[src/hw/rtl/tbar_pkg.sv]
package tbar_pkg;

    typedef enum logic [2:0] {
        OP_TICK       = 3'd0,
        OP_UP_PRESS   = 3'd1,
        OP_DOWN_PRESS = 3'd2,
        OP_UP_REL     = 3'd3,
        OP_DOWN_REL   = 3'd4,
        OP_LOAD       = 3'd5
    } t_op;

    localparam logic [2:0] CFG_FLOOR_BPM   = 3'd0;
    localparam logic [2:0] CFG_CEIL_BPM    = 3'd1;
    localparam logic [2:0] CFG_HOME_BPM    = 3'd2;
    localparam logic [2:0] CFG_REPEAT      = 3'd3;
    localparam logic [2:0] CFG_FAST_REPEAT = 3'd4;
    localparam logic [2:0] CFG_SAVE_DELAY  = 3'd5;

    localparam logic [8:0] RST_FLOOR_BPM   = 9'd20;
    localparam logic [8:0] RST_CEIL_BPM    = 9'd300;
    localparam logic [8:0] RST_HOME_BPM    = 9'd120;
    localparam logic [5:0] RST_REPEAT      = 6'd10;
    localparam logic [5:0] RST_FAST_REPEAT = 6'd50;
    localparam logic [9:0] RST_SAVE_DELAY  = 10'd600;

    localparam logic [6:0] HELD_MAX  = 7'd127;
    localparam logic [9:0] SINCE_MAX = 10'd1023;

    // Reciprocal of five in 18 fractional bits; exact for the 11-bit numerator used here.
    localparam logic [16:0] RECIP_FIVE = 17'd52429;

    typedef struct packed {
        logic [8:0] floor_bpm;
        logic [8:0] ceil_bpm;
        logic [8:0] home_bpm;
        logic [5:0] repeat_ticks;
        logic [5:0] fast_repeat_ticks;
        logic [9:0] save_delay_ticks;
    } t_cfg;

    typedef struct packed {
        logic [2:0]  op;
        logic        up_pressed;
        logic        down_pressed;
        logic [15:0] stored_word;
    } t_item;

    typedef struct packed {
        logic [8:0] tempo_now;
        logic       tempo_changed;
        logic       save_request;
        logic [8:0] toggle_rate;
    } t_result;

endpackage

[src/hw/rtl/tempo_button_auto_repeat.sv]
// Tempo controller with auto-repeating up and down buttons. Each request on the input
// stream (tick, press, release or load) produces exactly one result: the current tempo,
// whether the request changed it, whether it should be saved, and the derived toggle rate.
// A request is registered on acceptance and evaluated into the output register when that
// register is free or being read, so the block sustains one request per clock unless the
// output stalls; a single state update path lies between the input and output registers.
// A new request is accepted while a finished result waits, stalling only when both the
// input and output registers are full. Configuration writes are taken at any time and
// are meant to be issued while the block is idle.
module tempo_button_auto_repeat (
    input  logic        i_clk,
    input  logic        i_rst_n,
    input  logic        s_axis_tvalid,
    output logic        s_axis_tready,
    // up_pressed [0], down_pressed [1], stored_word [17:2], zero [23:18]
    input  logic [23:0] s_axis_tdata,
    // op [2:0]
    input  logic [2:0]  s_axis_tuser,
    output logic        m_axis_tvalid,
    input  logic        m_axis_tready,
    // tempo_now [8:0], tempo_changed [9], save_request [10], toggle_rate [19:11],
    // zero [23:20]
    output logic [23:0] m_axis_tdata,
    input  logic        i_cfg_valid,
    output logic        o_cfg_ready,
    input  logic [2:0]  i_cfg_index,
    input  logic [9:0]  i_cfg_data
);

    tbar_pkg::t_cfg    w_cfg;
    tbar_pkg::t_item   r_item;
    tbar_pkg::t_result w_result;
    tbar_pkg::t_result r_result;
    logic              r_in_valid;
    logic              r_out_valid;
    logic              w_step;
    logic              w_accept;

    assign o_cfg_ready   = 1'b1;
    assign w_step        = r_in_valid && (!r_out_valid || m_axis_tready);
    assign s_axis_tready = !r_in_valid || w_step;
    assign w_accept      = s_axis_tvalid && s_axis_tready;

    tbar_cfg u_cfg (
        .i_clk      (i_clk),
        .i_rst_n    (i_rst_n),
        .i_wr_en    (i_cfg_valid),
        .i_wr_index (i_cfg_index),
        .i_wr_data  (i_cfg_data),
        .o_cfg      (w_cfg)
    );

    tbar_core u_core (
        .i_clk    (i_clk),
        .i_rst_n  (i_rst_n),
        .i_step   (w_step),
        .i_item   (r_item),
        .i_cfg    (w_cfg),
        .o_result (w_result)
    );

    always_ff @(posedge i_clk) begin
        if (!i_rst_n) begin
            r_in_valid  <= 1'b0;
            r_out_valid <= 1'b0;
        end else begin
            if (w_accept) begin
                r_in_valid <= 1'b1;
            end else if (w_step) begin
                r_in_valid <= 1'b0;
            end
            if (w_step) begin
                r_out_valid <= 1'b1;
            end else if (m_axis_tready) begin
                r_out_valid <= 1'b0;
            end
        end
    end

    always_ff @(posedge i_clk) begin
        if (w_accept) begin
            r_item.op           <= s_axis_tuser;
            r_item.up_pressed   <= s_axis_tdata[0];
            r_item.down_pressed <= s_axis_tdata[1];
            r_item.stored_word  <= s_axis_tdata[17:2];
        end
        if (w_step) begin
            r_result <= w_result;
        end
    end

    assign m_axis_tvalid = r_out_valid;
    assign m_axis_tdata  = {4'd0, r_result.toggle_rate, r_result.save_request,
                            r_result.tempo_changed, r_result.tempo_now};

endmodule

[src/hw/rtl/tbar_cfg.sv]
module tbar_cfg (
    input  logic             i_clk,
    input  logic             i_rst_n,
    input  logic             i_wr_en,
    input  logic [2:0]       i_wr_index,
    input  logic [9:0]       i_wr_data,
    output tbar_pkg::t_cfg   o_cfg
);

    tbar_pkg::t_cfg r_cfg;

    always_ff @(posedge i_clk) begin
        if (!i_rst_n) begin
            r_cfg.floor_bpm         <= tbar_pkg::RST_FLOOR_BPM;
            r_cfg.ceil_bpm          <= tbar_pkg::RST_CEIL_BPM;
            r_cfg.home_bpm          <= tbar_pkg::RST_HOME_BPM;
            r_cfg.repeat_ticks      <= tbar_pkg::RST_REPEAT;
            r_cfg.fast_repeat_ticks <= tbar_pkg::RST_FAST_REPEAT;
            r_cfg.save_delay_ticks  <= tbar_pkg::RST_SAVE_DELAY;
        end else if (i_wr_en) begin
            case (i_wr_index)
                tbar_pkg::CFG_FLOOR_BPM:   r_cfg.floor_bpm         <= i_wr_data[8:0];
                tbar_pkg::CFG_CEIL_BPM:    r_cfg.ceil_bpm          <= i_wr_data[8:0];
                tbar_pkg::CFG_HOME_BPM:    r_cfg.home_bpm          <= i_wr_data[8:0];
                tbar_pkg::CFG_REPEAT:      r_cfg.repeat_ticks      <= i_wr_data[5:0];
                tbar_pkg::CFG_FAST_REPEAT: r_cfg.fast_repeat_ticks <= i_wr_data[5:0];
                tbar_pkg::CFG_SAVE_DELAY:  r_cfg.save_delay_ticks  <= i_wr_data;
                default: ;
            endcase
        end
    end

    assign o_cfg = r_cfg;

endmodule

[src/hw/rtl/tbar_core.sv]
module tbar_core (
    input  logic              i_clk,
    input  logic              i_rst_n,
    input  logic              i_step,
    input  tbar_pkg::t_item   i_item,
    input  tbar_pkg::t_cfg    i_cfg,
    output tbar_pkg::t_result o_result
);

    logic [8:0] r_tempo;
    logic [8:0] r_saved;
    logic [6:0] r_up;
    logic [6:0] r_dn;
    logic [9:0] r_since;
    logic       r_parity;
    logic       r_press;

    logic [8:0] n_tempo;
    logic [8:0] n_saved;
    logic [6:0] n_up;
    logic [6:0] n_dn;
    logic [9:0] n_since;
    logic       n_parity;
    logic       n_press;

    logic        w_apply;
    logic [15:0] w_cand;
    logic        w_is_tick;
    logic        w_is_load;
    logic [8:0]  w_load_val;
    logic        w_even;
    logic [6:0]  w_up0;
    logic [6:0] w_dn0;
    logic [6:0]  w_up_inc;
    logic [6:0]  w_dn_inc;
    logic [15:0] w_cand_up;
    logic [15:0] w_cand_dn;
    logic [8:0]  w_clamped;
    logic        w_changed;
    logic        w_save;
    logic [27:0] w_rate_prod;

    assign w_even    = !r_parity;
    assign w_up0     = i_item.up_pressed ? r_up : 7'd0;
    assign w_dn0     = i_item.down_pressed ? r_dn : 7'd0;
    assign w_up_inc  = (w_up0 >= tbar_pkg::HELD_MAX) ? tbar_pkg::HELD_MAX : w_up0 + 7'd1;
    assign w_dn_inc  = (w_dn0 >= tbar_pkg::HELD_MAX) ? tbar_pkg::HELD_MAX : w_dn0 + 7'd1;
    assign w_cand_up = {7'd0, r_tempo} + 16'd1;
    assign w_cand_dn = (r_tempo == 9'd0) ? 16'hFFFF : {7'd0, r_tempo - 9'd1};
    assign w_load_val = (i_item.stored_word < {7'd0, i_cfg.floor_bpm} ||
                         i_item.stored_word > {7'd0, i_cfg.ceil_bpm}) ?
                        i_cfg.home_bpm : i_item.stored_word[8:0];

    always_comb begin
        w_apply   = 1'b0;
        w_cand    = w_cand_up;
        w_is_tick = 1'b0;
        w_is_load = 1'b0;
        n_up      = r_up;
        n_dn      = r_dn;
        n_parity  = r_parity;
        n_press   = r_press;
        case (tbar_pkg::t_op'(i_item.op))
            tbar_pkg::OP_TICK: begin
                w_is_tick = 1'b1;
                n_parity  = !r_parity;
                n_press   = 1'b0;
                n_up      = w_up0;
                n_dn      = w_dn0;
                if (i_item.up_pressed && i_item.down_pressed) begin
                    n_up = w_up_inc;
                    if (w_up_inc >= {1'b0, i_cfg.repeat_ticks}) begin
                        n_dn = w_dn_inc;
                        if (w_dn_inc >= {1'b0, i_cfg.repeat_ticks}) begin
                            n_up    = 7'd0;
                            n_dn    = 7'd0;
                            w_apply = 1'b1;
                            w_cand  = {7'd0, i_cfg.home_bpm};
                        end
                    end
                end else if (i_item.up_pressed) begin
                    n_up   = w_up_inc;
                    w_cand = w_cand_up;
                    if (w_up_inc >= {1'b0, i_cfg.fast_repeat_ticks}) begin
                        w_apply = 1'b1;
                        n_up    = {1'b0, i_cfg.fast_repeat_ticks};
                    end else if (w_up_inc >= {1'b0, i_cfg.repeat_ticks} && w_even) begin
                        w_apply = 1'b1;
                    end
                end else if (i_item.down_pressed) begin
                    n_dn   = w_dn_inc;
                    w_cand = w_cand_dn;
                    if (w_dn_inc >= {1'b0, i_cfg.fast_repeat_ticks}) begin
                        w_apply = 1'b1;
                        n_dn    = {1'b0, i_cfg.fast_repeat_ticks};
                    end else if (w_dn_inc >= {1'b0, i_cfg.repeat_ticks} && w_even) begin
                        w_apply = 1'b1;
                    end
                end
            end
            tbar_pkg::OP_UP_PRESS: begin
                w_cand = w_cand_up;
                if (!r_press) begin
                    n_press = 1'b1;
                    w_apply = (r_up == 7'd0);
                end
            end
            tbar_pkg::OP_DOWN_PRESS: begin
                w_cand = w_cand_dn;
                if (!r_press) begin
                    n_press = 1'b1;
                    w_apply = (r_dn == 7'd0);
                end
            end
            tbar_pkg::OP_UP_REL: begin
                n_up = 7'd0;
            end
            tbar_pkg::OP_DOWN_REL: begin
                n_dn = 7'd0;
            end
            tbar_pkg::OP_LOAD: begin
                w_is_load = 1'b1;
                w_apply   = 1'b1;
                w_cand    = {7'd0, w_load_val};
            end
            default: ;
        endcase
    end

    always_comb begin
        if (w_cand < {7'd0, i_cfg.floor_bpm}) begin
            w_clamped = i_cfg.floor_bpm;
        end else if (w_cand > {7'd0, i_cfg.ceil_bpm}) begin
            w_clamped = i_cfg.ceil_bpm;
        end else begin
            w_clamped = w_cand[8:0];
        end
        w_changed = w_apply && (w_clamped != r_tempo);
        n_tempo   = w_changed ? w_clamped : r_tempo;
        if (w_changed) begin
            n_since = 10'd0;
        end else if (w_is_tick && r_since < tbar_pkg::SINCE_MAX) begin
            n_since = r_since + 10'd1;
        end else begin
            n_since = r_since;
        end
        w_save = w_is_tick && w_even && (n_tempo != r_saved) &&
                 (n_since >= i_cfg.save_delay_ticks);
        if (w_is_load) begin
            n_saved = w_load_val;
        end else if (w_save) begin
            n_saved = n_tempo;
        end else begin
            n_saved = r_saved;
        end
    end

    assign w_rate_prod = {n_tempo, 2'b00} * tbar_pkg::RECIP_FIVE;

    always_comb begin
        o_result.tempo_now     = n_tempo;
        o_result.tempo_changed = w_changed;
        o_result.save_request  = w_save;
        o_result.toggle_rate   = w_rate_prod[26:18];
    end

    always_ff @(posedge i_clk) begin
        if (!i_rst_n) begin
            r_tempo  <= 9'd0;
            r_saved  <= 9'd0;
            r_up     <= 7'd0;
            r_dn     <= 7'd0;
            r_since  <= 10'd0;
            r_parity <= 1'b0;
            r_press  <= 1'b1;
        end else if (i_step) begin
            r_tempo  <= n_tempo;
            r_saved  <= n_saved;
            r_up     <= n_up;
            r_dn     <= n_dn;
            r_since  <= n_since;
            r_parity <= n_parity;
            r_press  <= n_press;
        end
    end

endmodule

[config.mk]
export PLATFORM = sky130hd
export DESIGN_NAME = tempo_button_auto_repeat
export DESIGN_NICKNAME = d
export VERILOG_FILES = /design/src/hw/rtl/tbar_pkg.sv /design/src/hw/rtl/tempo_button_auto_repeat.sv /design/src/hw/rtl/tbar_cfg.sv /design/src/hw/rtl/tbar_core.sv
export SDC_FILE = /design/constraint.sdc
export NUM_CORES = 1
export LEC_CHECK = 0
export ABC_AREA = 1
export BUFFER_PORTS_ARGS = -buffer_cell sky130_fd_sc_hd__buf_2
export CAP_MARGIN = 20
export CELL_PAD_IN_SITES_DETAIL_PLACEMENT = 1
export CELL_PAD_IN_SITES_GLOBAL_PLACEMENT = 1
export CORE_ASPECT_RATIO = 1.75
export CORE_UTILIZATION = 50
export CTS_BUF_LIST = sky130_fd_sc_hd__clkbuf_4
export DETAILED_ROUTE_END_ITERATION = 8
export PLACE_DENSITY_LB_ADDON = 0.3
export SYNTH_ARGS = -nofsm -noshare
export SYNTH_HDL_FRONTEND = slang
export SYNTH_SLANG_ARGS = --single-unit
[constraint.sdc]
create_clock -name i_clk -period 21.6 [get_ports i_clk]
set_input_delay 2.16 -clock i_clk [delete_from_list [all_inputs] [get_ports i_clk]]
set_output_delay 2.16 -clock i_clk [all_outputs]
set_load 0.05 [all_outputs]
==> flow_summary.json <==
{
  "status": "finished, violations left",
  "violations": "DRC",
  "synth.avg_cell_area_um2": 7.25,
  "slowest_stage": "edfxtp_1",
  "fin_ws_ns": 8.45,
  "final_layout_size_suffix_gt1_share_pct": 8.51,
  "cts_setup_buffers": 0,
  "ir_worst_vdd_uv": 40.2,
  "finalSetupViolCount": 0,
  "place_hpwl_um": 27200,
  "p_leak_nw": 5.60,
  "wl_per_cell_um": 19.2,
  "dieArea_um2": 21800,
  "cp-start-kind": "flip-flop",
  "gp_congestion": 0.952,
  "synth_warnings": 0,
  "synth_top_flop_cell": "dfxtp_1",
  "vias": 10100,
  "p_per_area_nw_per_um2": 66.0,
  "critPathCaptureType": "flip-flop",
  "cp.arrival_ns": 13.50,
  "yosysTopAreaCellShare_pct": 17.9,
  "numPortBuffers": 60,
  "grt_pass1_wl_um": 54200,
  "max_cap_viol_count": 0,
  "vias_per_cell": 5.71,
  "hold_slack_ns": 0.483,
  "post-route-period-util_pct": 60.9,
  "grt_max_degree": 70,
  "routed_wl_um": 33900,
  "synth.distinct_cells": 52,
  "cts_tree": "done",
  "area_growth_syn_to_layout_pct": 6.19,
  "crit_fanout": 22,
  "rows": 70,
  "die_h_um": 195,
  "hold_viol": 0,
  "final_area_um2": 11300,
  "ant_nets": 0,
  "pwr-share-clk_pct": 21.3,
  "path_class": "reg -> reg",
  "grt_pass1_vias": 10700,
  "post-place-ws_ns": 8.63,
  "finalCriticalPeriod_ns": 13.15,
  "ctsResizeCount": 0,
  "fmax_mhz": 76.1,
  "track_usage_pct": 32.4,
  "power.switching_mw": 0.317,
  "min_path_type": "reg -> reg",
  "rsz0062_at_grt": "false",
  "place_inst": 1736,
  "yosysSeqAreaShare_pct": 29.5,
  "pwr-share-comb_pct": 39.2,
  "fin_cells": 1769,
  "num_io_pins": 72,
  "cts_buffers": 17,
  "n_fill_cell": 2800,
  "switching_share_pct": 42.6,
  "ys_ff_latch": 136,
  "cts-root-buf": "clkbuf_4",
  "h-tree-depth": 4,
  "nNetsFinal": 1689,
  "power_mw": 0.744,
  "final.setup.tns_ns": 0,
  "postLayoutCoreUtil_pct": 54.1,
  "worstSkewPairLatency_ns": 0.61,
  "synth.cell_area_um2": 10600,
  "hold_buffers": 0,
  "seq_power_share_pct": 39.4,
  "critPathMaxStageDelay_ns": 0.82,
  "initial_core_util_pct": 50.9,
  "slew_viol_final": 0,
  "skew_ns": 0.0282,
  "worstPathRequired_ns": 21.95,
  "antenna_found_initial": 1,
  "first_iter_violations": 398,
  "maxSlewHeadroom_pct": 29.1,
  "layout_common_cells": "290 x nand2_1, 242 x inv_1, 119 x a21oi_1",
  "core_area_um2": 20800,
  "max_slew.worst_pin.slew_ns": 1.06,
  "syn_inst": 1463,
  "intPower_mw": 0.427,
  "clk_pin_slew_ns": 0.13,
  "die_x_um": 112,
  "drc": 2,
  "cp_common_cell": "nand2_1",
  "yosys.area.top_type": "dfxtp_1",
  "synthTopCellsByArea": "dfxtp_1 18%, ha_1 14%, edfxtp_1 12%",
  "grt-ovfl-total": 0,
  "postPlaceCellArea_um2": 11000,
  "clock_path_buffers": 2,
  "synth_edf_count": 41,
  "final_common_cell": "nand2_1",
  "firstDrtPassIters": 7,
  "synthArstFlopShare_pct": 0,
  "cts.sinks": 136
}
worst paths after layout:
path	from	end	slack [ns]	depth (start not counted)
setup reg to reg	r_item[16]	m_axis_tdata[18]	8.45	69
hold / removal	u_cfg.o_cfg[7]	u_cfg.o_cfg[7]	0.48	2
setup / recovery	r_item[16]	m_axis_tdata[18]	8.45	69
hold reg to reg	u_cfg.o_cfg[7]	u_cfg.o_cfg[7]	0.48	2
cells in the mapped netlist, types with 4 or more instances:
cell and number:
inv_2 8, nand2_1 290, nor2_2 4, edfxtp_1 41, clkbuf_1 23, fa_1 23
o21ai_1 4, o21ai_0 110, nand3b_1 4, nand2_2 13, xnor2_1 7, a211oi_1 5
xor2_1 23, o21a_1 11, buf_4 7, dfxtp_1 95, nor2_1 108, nor4_1 4
o211ai_1 26, ha_1 118, o2111ai_1 7, buf_6 4, nand3_1 98, nand4_1 5
inv_1 242, nor3_1 15, a21oi_1 119, buf_2 9
sequential cells by signal (all words and copies together) (netlist names):
signal and flops:
r_item 21, u_core.r_up 7, m_axis_tvalid 1, u_core.r_dn 7, u_core.r_saved 9, u_core.r_press 1
r_in_valid 1, m_axis_tdata 20, u_core.r_since 10, u_core.r_parity 1, u_core.r_tempo 9, u_cfg.o_cfg 49
worst max-delay path: cells and delay by family (launching register included):
| family | cells | cell delay (ns) |
|---|---|---|
| AO/OA/AOI/OAI | 19 | 3.66 |
| buffers and inverters | 11 | 1.12 |
| flip-flops | 1 | 0.82 |
| AND/OR/NAND/NOR | 31 | 4.46 |
| adder cells (fa/ha/maj) | 7 | 2.75 |
| XOR/XNOR | 1 | 0.10 |
cell families (layout without fill, tap and decap cells):
logic type	Yosys count	count (layout)	share of synthesized area, %
flip-flops	136	136	29.5
AND/OR/NAND/NOR	552	552	22.3
other	2	6	0.0708
adder cells (fa/ha/maj)	141	141	18.3
XOR/XNOR	30	30	2.48
buffers and inverters	298	348	11.2
AO/OA/AOI/OAI	304	304	16.2
layout make-up:
type,instances,area [µm²],share of cell area (%)
multi-input cells,1032,6300,55.9
flip-flops and latches,136,3130,27.8
inverters,253,950,8.43
repair buffers,63,323,2.87
well taps,252,315,2.80
clock buffers,19,143,1.27
clock inverters,13,98.8,0.877
diodes,1,2.50,0.0222
power groups by stage:
stage | Clock [mW] | Sequential [mW] | Combinational [mW]
after global placement | 0 | 0.298 | 0.270
after global routing | 0.171 | 0.294 | 0.329
after floorplan | 0 | 0.311 | 0.197
after detailed placement | 0 | 0.298 | 0.293
after CTS | 0.162 | 0.293 | 0.294
final | 0.159 | 0.293 | 0.292
metal layers:
layer,wire length (µm),up-vias,global-route usage [%],share of wire (%)
li1,-,4879,-,-
met1,12200,4916,31.7,36
met2,18500,203,62.0,55
met3,890,110,4.18,2.6
met4,2310,0,21.8,6.8
met5,0,-,0,0
(Power assumes the default switching activity.)
